--- src/hdl/assert_macros.svh ---
// ---------------------------------------------------------------------------
// assert_macros.svh
// Concurrent assertion shorthands used by the blitter RTL.
// ---------------------------------------------------------------------------
`ifndef ASSERT_MACROS_SVH
`define ASSERT_MACROS_SVH

// Same-cycle implication, disabled while reset is asserted.
`define ASSERT_IMPLIES(label, clk, rst_n, a, b) \
    label: assert property (@(posedge clk) disable iff (!rst_n) (a) |-> (b)) \
        else $error("assertion failed");

// Next-cycle implication, disabled while reset is asserted.
`define ASSERT_NEXT(label, clk, rst_n, a, b) \
    label: assert property (@(posedge clk) disable iff (!rst_n) (a) |=> (b)) \
        else $error("assertion failed");

`endif

--- src/hdl/ckpb_pkg.sv ---
// ---------------------------------------------------------------------------
// ckpb_pkg
// Shared constants and types of the color-keyed palette blitter.
// ---------------------------------------------------------------------------
package ckpb_pkg;

    localparam int DIM_W  = 12;
    localparam int POS_W  = 11;
    localparam int ADDR_W = 22;
    localparam int COLOR_W = 16;
    localparam int INDEX_W = 8;
    localparam int CFG_INDEX_W = 3;

    localparam int MAX_SCREEN_DIM = 2048;
    localparam logic [INDEX_W-1:0] TRANSPARENT_KEY = 8'd255;
    localparam logic [COLOR_W-1:0] SKIP_COLOR = 16'h0000;

    // Operation codes of the input stream
    localparam logic [1:0] OP_PIXEL   = 2'd0;
    localparam logic [1:0] OP_PALETTE = 2'd1;
    localparam logic [1:0] OP_REMAP   = 2'd2;

    // Blit modes
    localparam logic [1:0] MODE_OPAQUE = 2'd0;
    localparam logic [1:0] MODE_KEYED  = 2'd1;
    localparam logic [1:0] MODE_REMAP  = 2'd2;

    // Configuration register indexes
    localparam logic [CFG_INDEX_W-1:0] CFG_DEST_X        = 3'd0;
    localparam logic [CFG_INDEX_W-1:0] CFG_DEST_Y        = 3'd1;
    localparam logic [CFG_INDEX_W-1:0] CFG_RECT_WIDTH    = 3'd2;
    localparam logic [CFG_INDEX_W-1:0] CFG_RECT_HEIGHT   = 3'd3;
    localparam logic [CFG_INDEX_W-1:0] CFG_SCREEN_WIDTH  = 3'd4;
    localparam logic [CFG_INDEX_W-1:0] CFG_SCREEN_HEIGHT = 3'd5;
    localparam logic [CFG_INDEX_W-1:0] CFG_BLIT_MODE     = 3'd6;
    localparam logic [CFG_INDEX_W-1:0] CFG_WIDE_PIXELS   = 3'd7;

    // Per-pixel view of the walk and the settings
    typedef struct packed {
        logic [DIM_W-1:0] row_sum;       // dest_y + row
        logic [DIM_W-1:0] col_sum;       // dest_x + column
        logic [DIM_W-1:0] screen_width;
        logic             bad;
        logic             last;
        logic [1:0]       mode;
        logic             wide;
    } walk_info_t;

endpackage

--- src/hdl/ckpb_walk.sv ---
// ---------------------------------------------------------------------------
// ckpb_walk
// Settings registers, rectangle walk counters and bounds check.
// ---------------------------------------------------------------------------
module ckpb_walk (
    input  logic                               clk,
    input  logic                               rst_n,
    input  logic                               cfg_we,
    input  logic [ckpb_pkg::CFG_INDEX_W-1:0]   cfg_index,
    input  logic [ckpb_pkg::DIM_W-1:0]         cfg_data,
    input  logic                               step,
    output ckpb_pkg::walk_info_t               info
);
    import ckpb_pkg::*;

    logic [POS_W-1:0] dest_x_reg, dest_x_next;
    logic [POS_W-1:0] dest_y_reg, dest_y_next;
    logic [DIM_W-1:0] rect_width_reg, rect_width_next;
    logic [DIM_W-1:0] rect_height_reg, rect_height_next;
    logic [DIM_W-1:0] screen_width_reg, screen_width_next;
    logic [DIM_W-1:0] screen_height_reg, screen_height_next;
    logic [1:0]       blit_mode_reg, blit_mode_next;
    logic             wide_pixels_reg, wide_pixels_next;
    logic [POS_W-1:0] col_reg, col_next;
    logic [POS_W-1:0] row_reg, row_next;

    logic             rw_ok, rh_ok, sw_ok, sh_ok;
    logic [DIM_W-1:0] w_eff, h_eff;
    logic             last_col, last_row;
    logic             x_over, y_over;

    function automatic logic dim_ok(input logic [DIM_W-1:0] d);
        return (d != '0) && ({1'b0, d} <= (DIM_W+1)'(MAX_SCREEN_DIM));
    endfunction

    always_comb
    begin
        rw_ok = dim_ok(rect_width_reg);
        rh_ok = dim_ok(rect_height_reg);
        sw_ok = dim_ok(screen_width_reg);
        sh_ok = dim_ok(screen_height_reg);
        w_eff = rw_ok ? rect_width_reg : DIM_W'(1);
        h_eff = rh_ok ? rect_height_reg : DIM_W'(1);
        last_col = ({1'b0, col_reg} + DIM_W'(1)) >= w_eff;
        last_row = ({1'b0, row_reg} + DIM_W'(1)) >= h_eff;
        x_over = ({2'b0, dest_x_reg} + {1'b0, rect_width_reg}) > {1'b0, screen_width_reg};
        y_over = ({2'b0, dest_y_reg} + {1'b0, rect_height_reg}) > {1'b0, screen_height_reg};

        info.row_sum      = {1'b0, dest_y_reg} + {1'b0, row_reg};
        info.col_sum      = {1'b0, dest_x_reg} + {1'b0, col_reg};
        info.screen_width = screen_width_reg;
        info.bad          = !rw_ok || !rh_ok || !sw_ok || !sh_ok || x_over || y_over;
        info.last         = last_col && last_row;
        info.mode         = blit_mode_reg;
        info.wide         = wide_pixels_reg;
    end

    always_comb
    begin
        dest_x_next        = dest_x_reg;
        dest_y_next        = dest_y_reg;
        rect_width_next    = rect_width_reg;
        rect_height_next   = rect_height_reg;
        screen_width_next  = screen_width_reg;
        screen_height_next = screen_height_reg;
        blit_mode_next     = blit_mode_reg;
        wide_pixels_next   = wide_pixels_reg;
        col_next           = col_reg;
        row_next           = row_reg;
        if (cfg_we)
        begin
            // any write restarts the walk
            col_next = '0;
            row_next = '0;
            unique case (cfg_index)
                CFG_DEST_X:        dest_x_next        = cfg_data[POS_W-1:0];
                CFG_DEST_Y:        dest_y_next        = cfg_data[POS_W-1:0];
                CFG_RECT_WIDTH:    rect_width_next    = cfg_data;
                CFG_RECT_HEIGHT:   rect_height_next   = cfg_data;
                CFG_SCREEN_WIDTH:  screen_width_next  = cfg_data;
                CFG_SCREEN_HEIGHT: screen_height_next = cfg_data;
                CFG_BLIT_MODE:     blit_mode_next     = cfg_data[1:0];
                CFG_WIDE_PIXELS:   wide_pixels_next   = cfg_data[0];
            endcase
        end
        else if (step)
        begin
            if (last_col)
            begin
                col_next = '0;
                row_next = last_row ? '0 : row_reg + POS_W'(1);
            end
            else
            begin
                col_next = col_reg + POS_W'(1);
            end
        end
    end

    always_ff @(posedge clk or negedge rst_n)
    begin
        if (!rst_n)
        begin
            dest_x_reg        <= '0;
            dest_y_reg        <= '0;
            rect_width_reg    <= DIM_W'(1);
            rect_height_reg   <= DIM_W'(1);
            screen_width_reg  <= DIM_W'(320);
            screen_height_reg <= DIM_W'(200);
            blit_mode_reg     <= MODE_OPAQUE;
            wide_pixels_reg   <= 1'b0;
            col_reg           <= '0;
            row_reg           <= '0;
        end
        else
        begin
            dest_x_reg        <= dest_x_next;
            dest_y_reg        <= dest_y_next;
            rect_width_reg    <= rect_width_next;
            rect_height_reg   <= rect_height_next;
            screen_width_reg  <= screen_width_next;
            screen_height_reg <= screen_height_next;
            blit_mode_reg     <= blit_mode_next;
            wide_pixels_reg   <= wide_pixels_next;
            col_reg           <= col_next;
            row_reg           <= row_next;
        end
    end

endmodule
--- config.mk ---
export PLATFORM = sky130hd
export DESIGN_NAME = ckpb_walk
export DESIGN_NICKNAME = d
export VERILOG_FILES = /design/src/hdl/assert_macros.svh /design/src/hdl/ckpb_pkg.sv /design/src/hdl/ckpb_walk.sv
export SDC_FILE = /design/constraint.sdc
export NUM_CORES = 1
export LEC_CHECK = 0
export CORE_MARGIN = 3
export CORE_UTILIZATION = 50
export CTS_CLUSTER_DIAMETER = 40
export CTS_CLUSTER_SIZE = 16
export DETAILED_ROUTE_END_ITERATION = 16
export DONT_BUFFER_PORTS = 1
export GPL_ROUTABILITY_DRIVEN = 0
export GPL_TIMING_DRIVEN = 0
export SETUP_SLACK_MARGIN = 0.15
export SLEW_MARGIN = 20
export SYNTH_ARGS = -nofsm -noshare
export SYNTH_HDL_FRONTEND = slang
export SYNTH_SLANG_ARGS = --single-unit
--- constraint.sdc ---
create_clock -name clk -period 4.5 [get_ports clk]
set_input_delay 0.675 -clock clk [delete_from_list [all_inputs] [get_ports clk]]
set_output_delay 0.675 -clock clk [all_outputs]
set_load 0.005 [all_outputs]
# After elaboration in Yosys (flattened, before gate mapping)
# Index checks and enable logic that the tools add are counted.
[op_classes] bitwise=0 addsub=8 muxes=9 reduce_logical=30 div_mod_pow=0 shift=0 multipliers=0 n_eq_ne=7 n_lt_le_gt_ge=8
[ops] operator="$mux 11" count=7
[ops] operator="$le 12x12->1 const B" count=4
[ops] operator="$reduce_bool 12->1" count=4
[ops] operator="$add 11x12->13" count=2
[ops] operator="$gt 13x12->1" count=2
[ops] operator="$add 11x1->12 const B" count=2
[ops] operator="$add 11x11->12" count=2
[ops] operator="$ge 12x12->1" count=2
[ops] operator="$mux 12" count=2
[ops] operator="$add 11x1->11 const B" count=2
[ops] operator="$reduce_and 2->1" count=9
[ops] operator="$eq 3x3->1 const B" count=4
[ops] operator="$eq 3x2->1 const B" count=2
[ops] operator="$logic_and 1x1->1" count=5
[ops] operator="$logic_or 1x1->1" count=5
[ops] operator="$logic_not 1->1" count=4
[ops] operator="$reduce_bool 2->1" count=2
[ops] operator="$eq 3x1->1 const B" count=1
[ops] operator="$logic_not 3->1" count=1
[word_totals] romBits=0 out_inout_bits=41 elab_cells=72 input_bits=19 memories=0 ff_bits=95 latch_bits=0 ramBits=0

# Logic depth before layout (Yosys ltp)
[logic_depth] word_depth=8 mapped_depth=16 depth_no_buf=16

# Worst setup path after synthesis
# OpenSTA, ideal clock, no wires.
[synth_path] path_type="reg2out" startpoint="register dest_x_reg[0]" endpoint="output info[4] (netlist name)" arrival_time_ns=3.466 path_stages_with_launch=15 required_ns=3.825 n_path_buf=0 path_slack_ns=0.359 path_cell_list="dfrtp_1 -> ha_1 -> inv_1 -> fa_1 -> nor2b_4 -> o31a_1 -> o31a_1 -> o311ai_4 -> or4b_1 -> o311ai_1 -> ha_1 -> nand3_1 -> or4_1 -> a221oi_1 -> o311ai_0"
[synth_rtl] item="start: declaration" line="ckpb_walk.sv:16" source="logic [POS_W-1:0] dest_x_reg, dest_x_next;"
[synth_rtl] item="start signal: assignment" line="ckpb_walk.sv:117" source="dest_x_reg <= dest_x_next;"
[synth_rtl] item="end: declaration" line="ckpb_walk.sv:12" source="output ckpb_pkg::walk_info_t info"

==> reports/qor.yml <==
status: "complete, but fails checks"
violations: "setup timing"
synthMuxAreaShare_pct: 9.72
path_class: "register to output pin"
synthTopCellsByArea: "dfrtp_1, ha_1, mux2_2, xnor2_1, nand2_1"
synth_top_area_share_pct: 30.3
synth.distinct_cells: 63
synth_compound_gate_area_share_pct: 15.6
cts-root-buf: "clkbuf_16"
synth_common_cells: "ha_1, dfrtp_1, nand2_1"
r2r_end: "col_reg[9]$_DFFE_PN0P_"
critPathRequiredTime_ns: 3.83
path_max_fanout: 4
cts_tree: "yes"
power_frac_comb_pct: 46.3
p_int_mw: 2.34
synth_xor_area_share_pct: 5.67
setup_viol: 1
cts_buffers: 9
htreeDepth: 3
synthAdderAreaFrac_pct: 17.3
r2r_slack_ns: 1.00
power_frac_seq_pct: 31.5
relSlewSlack_pct: 34.0
power_density_nw_per_um2: 484
yosysMostFrequentCell: "ha_1"
worst_ir_drop_vdd_mv: 0.277
die_h_um: 126
antenna_found_initial: 0
r2r_start: "rect_width_reg[1]$_DFFE_PN0P_"
synth_top_area_cell: "dfrtp_1"
ys.flop_type: "dfrtp_1"
dp_hpwl_um: 14000
start_util_pct: 51.7
synthCells: 759
layout_setup_ws_ns: -0.314
hold_ws_ns: 0.0198
cpMaxStageDelayCell: "or4b_4"
power_switching_mw: 1.51
avgViaCountPerCell: 6.03
path_cells: "ha_2, inv_2, fa_2, nor2b_4, o31a_1, o31a_1, o311ai_4, or4b_4, o311ai_4, ha_4, buf_6, a21o_1, a21oi_2, o211ai_1, a221oi_4, o311ai_4"
p_leak_nw: 3.56
syn_avg_cell_area_um2: 9.56
dieArea_um2: 16000
ant_nets: 0
drv_cap: 0
crit_path_end_kind: "output pin"
dr.pass1.iters: 5
grt_max_degree: 96
layout-drive-gt1-share_pct: 14.7
final_nets: 892
clk-insertion-delay-late_ns: 0.35
startpoint_type: "register"
rr_worst_depth: 11
timing.setup.tns_ns: -0.314
hold_viol_final: 0
yosysSeqAreaShare_pct: 32.9
dp_cells: 939
coreArea_um2: 14000
swShare_pct: 39.2
grt_pass1_wl_um: 29800
crit_top_cell: "o311ai_4"
wl_um: 18400
syn-cell-area_um2: 7260
track_usage_pct: 23.4
critPathMaxStageDelay_ns: 0.51
min_path_type: "input port to asynchronous set/reset pin"
synth-simple-area-share_pct: 15.0
period_minus_slack_ns: 4.81
drt-initial-drc-count: 340
ys_warn_count: 0
total_power_mw: 3.85
ys_ff_latch: 95
rsz0062_at_grt: "yes"
fmax_ghz: 0.208
pwr-share-clk_pct: 22.2
grt_pass1_vias: 5708
num_antenna_cells: 0
synth-edff-count: 0
post_drt_wl_per_cell_um: 19.2
synth_top_family_by_area: "adder cells"
skew_ns: 0.00536
async_flop_share_pct: 100
worst_slew_pin_slew_ns: 0.983
critPathLaunch: "rect_width_reg[0]$_DFFE_PN1P_"
rows: 43
clk_pin_slew_worst_paths_ns: 0.07
arrival_ns: 4.14
portBuffers: 0
synth_nets: 876
routed-via-count: 5784
cts.sink_count: 95
die_w_um: 126
ioPinCount: 60
final_cell_count_no_fill: 960
post-route-period-util_pct: 107
overflow: 0
area_delta_synth_final_pct: 9.70
drv_slew: 0
clockBufferDepth: 2
drc_errors: 0
==> worst max path at each step <==
stage	end	slack, ns
after global placement	info[4]	-0.09
final	info[4]	-0.31
after detailed placement	info[4]	-0.15
after floorplan	info[4]	0.36
after CTS	info[4]	-0.35
after global routing	info[4]	-0.46
==> kinds of logic after synthesis <==
group | Yosys count
compound gates | 169
xor+xnor | 47
fa+ha+maj | 98
buf+inv | 72
flops | 95
mux | 63
simple gates | 215
==> metrics by stage <==
step           setup slack [ns]  utilization (%)  cell area [µm²]
3_5_place_dp             -0.155             53.3             7480
2_1_floorplan             0.359                -             7260
6_report                 -0.314             56.7             7960
3_3_place_gp            -0.0886             53.3             7480
4_1_cts                  -0.354             56.0             7870
5_1_grt                  -0.461             56.7             7960
==> critical path: cells and delay by family (launching register included) <==
family	cells	cell delay, ns
flops	1	0.40
compound gates	9	1.97
simple gates	2	0.55
buf+inv	2	0.17
fa+ha+maj	3	0.67
==> placed cells by master (no fill, tap or decap), types with 5 or more instances in the layout <==
| cell type | Yosys | layout |
|---|---|---|
| ha_1 | 94 | 91 |
| dfrtp_1 | 88 | 88 |
| nand2_1 | 65 | 65 |
| mux2_2 | 60 | 60 |
| inv_1 | 56 | 54 |
| o21ai_0 | 47 | 47 |
| xnor2_1 | 37 | 37 |
| a21oi_1 | 36 | 35 |
| nor2_1 | 33 | 33 |
| nand3_1 | 27 | 26 |
| nor3_1 | 15 | 15 |
| nor4_1 | 13 | 13 |
| o21a_1 | 12 | 12 |
| a22o_1 | 11 | 11 |
| clkbuf_1 | 10 | 10 |
| xor2_1 | 10 | 10 |
| nand2b_1 | 10 | 10 |
| nand4_1 | 9 | 9 |
| nor2b_1 | 9 | 9 |
| a21o_1 | 9 | 9 |
| clkbuf_16 | 0 | 9 |
| and3_1 | 7 | 7 |
| dfstp_2 | 7 | 7 |
| a211oi_1 | 6 | 6 |
| o21bai_1 | 5 | 5 |
| o211ai_1 | 5 | 5 |
| or3_1 | 5 | 5 |
==> power by group through the flow <==
| stage | Combinational [mW] | Sequential, mW | Clock, mW |
|---|---|---|---|
| after floorplan | 1.31 | 1.14 | 0 |
| after global placement | 1.55 | 1.22 | 0 |
| after detailed placement | 1.61 | 1.23 | 0 |
| after CTS | 1.68 | 1.21 | 0.865 |
| after global routing | 2.02 | 1.24 | 0.905 |
| final | 1.78 | 1.21 | 0.856 |
==> repair_timing <==
action,4_1_cts,5_1_grt
setup endpoints to repair,1,1
pin swaps,4,10
endpoints found under the hold margin,0,5
hold buffers,0,1
resized for setup,7,13
setup buffers,2,2
==> layer usage <==
| metal | GRT usage (%) | vias to the layer above | routed length [µm] |
|---|---|---|---|
| met4 | 6.56 | 0 | 315 |
| met5 | 0 | - | 0 |
| met2 | 35.2 | 145 | 8010 |
| li1 | - | 2806 | - |
| met3 | 5.31 | 21 | 1150 |
| met1 | 34.0 | 2812 | 8950 |
==> cell type report <==
type / instances / area, µm²
buffer: 16 / 66.3
clock buffer: 9 / 225
clock inverter: 7 / 104
fill: 1244 / 6080
inverter: 56 / 210
multi-input combinational: 592 / 4700
sequential: 95 / 2390
tap: 180 / 225
timing repair buffer: 5 / 43.8
No activity file was read; power rests on OpenSTA's default activity.
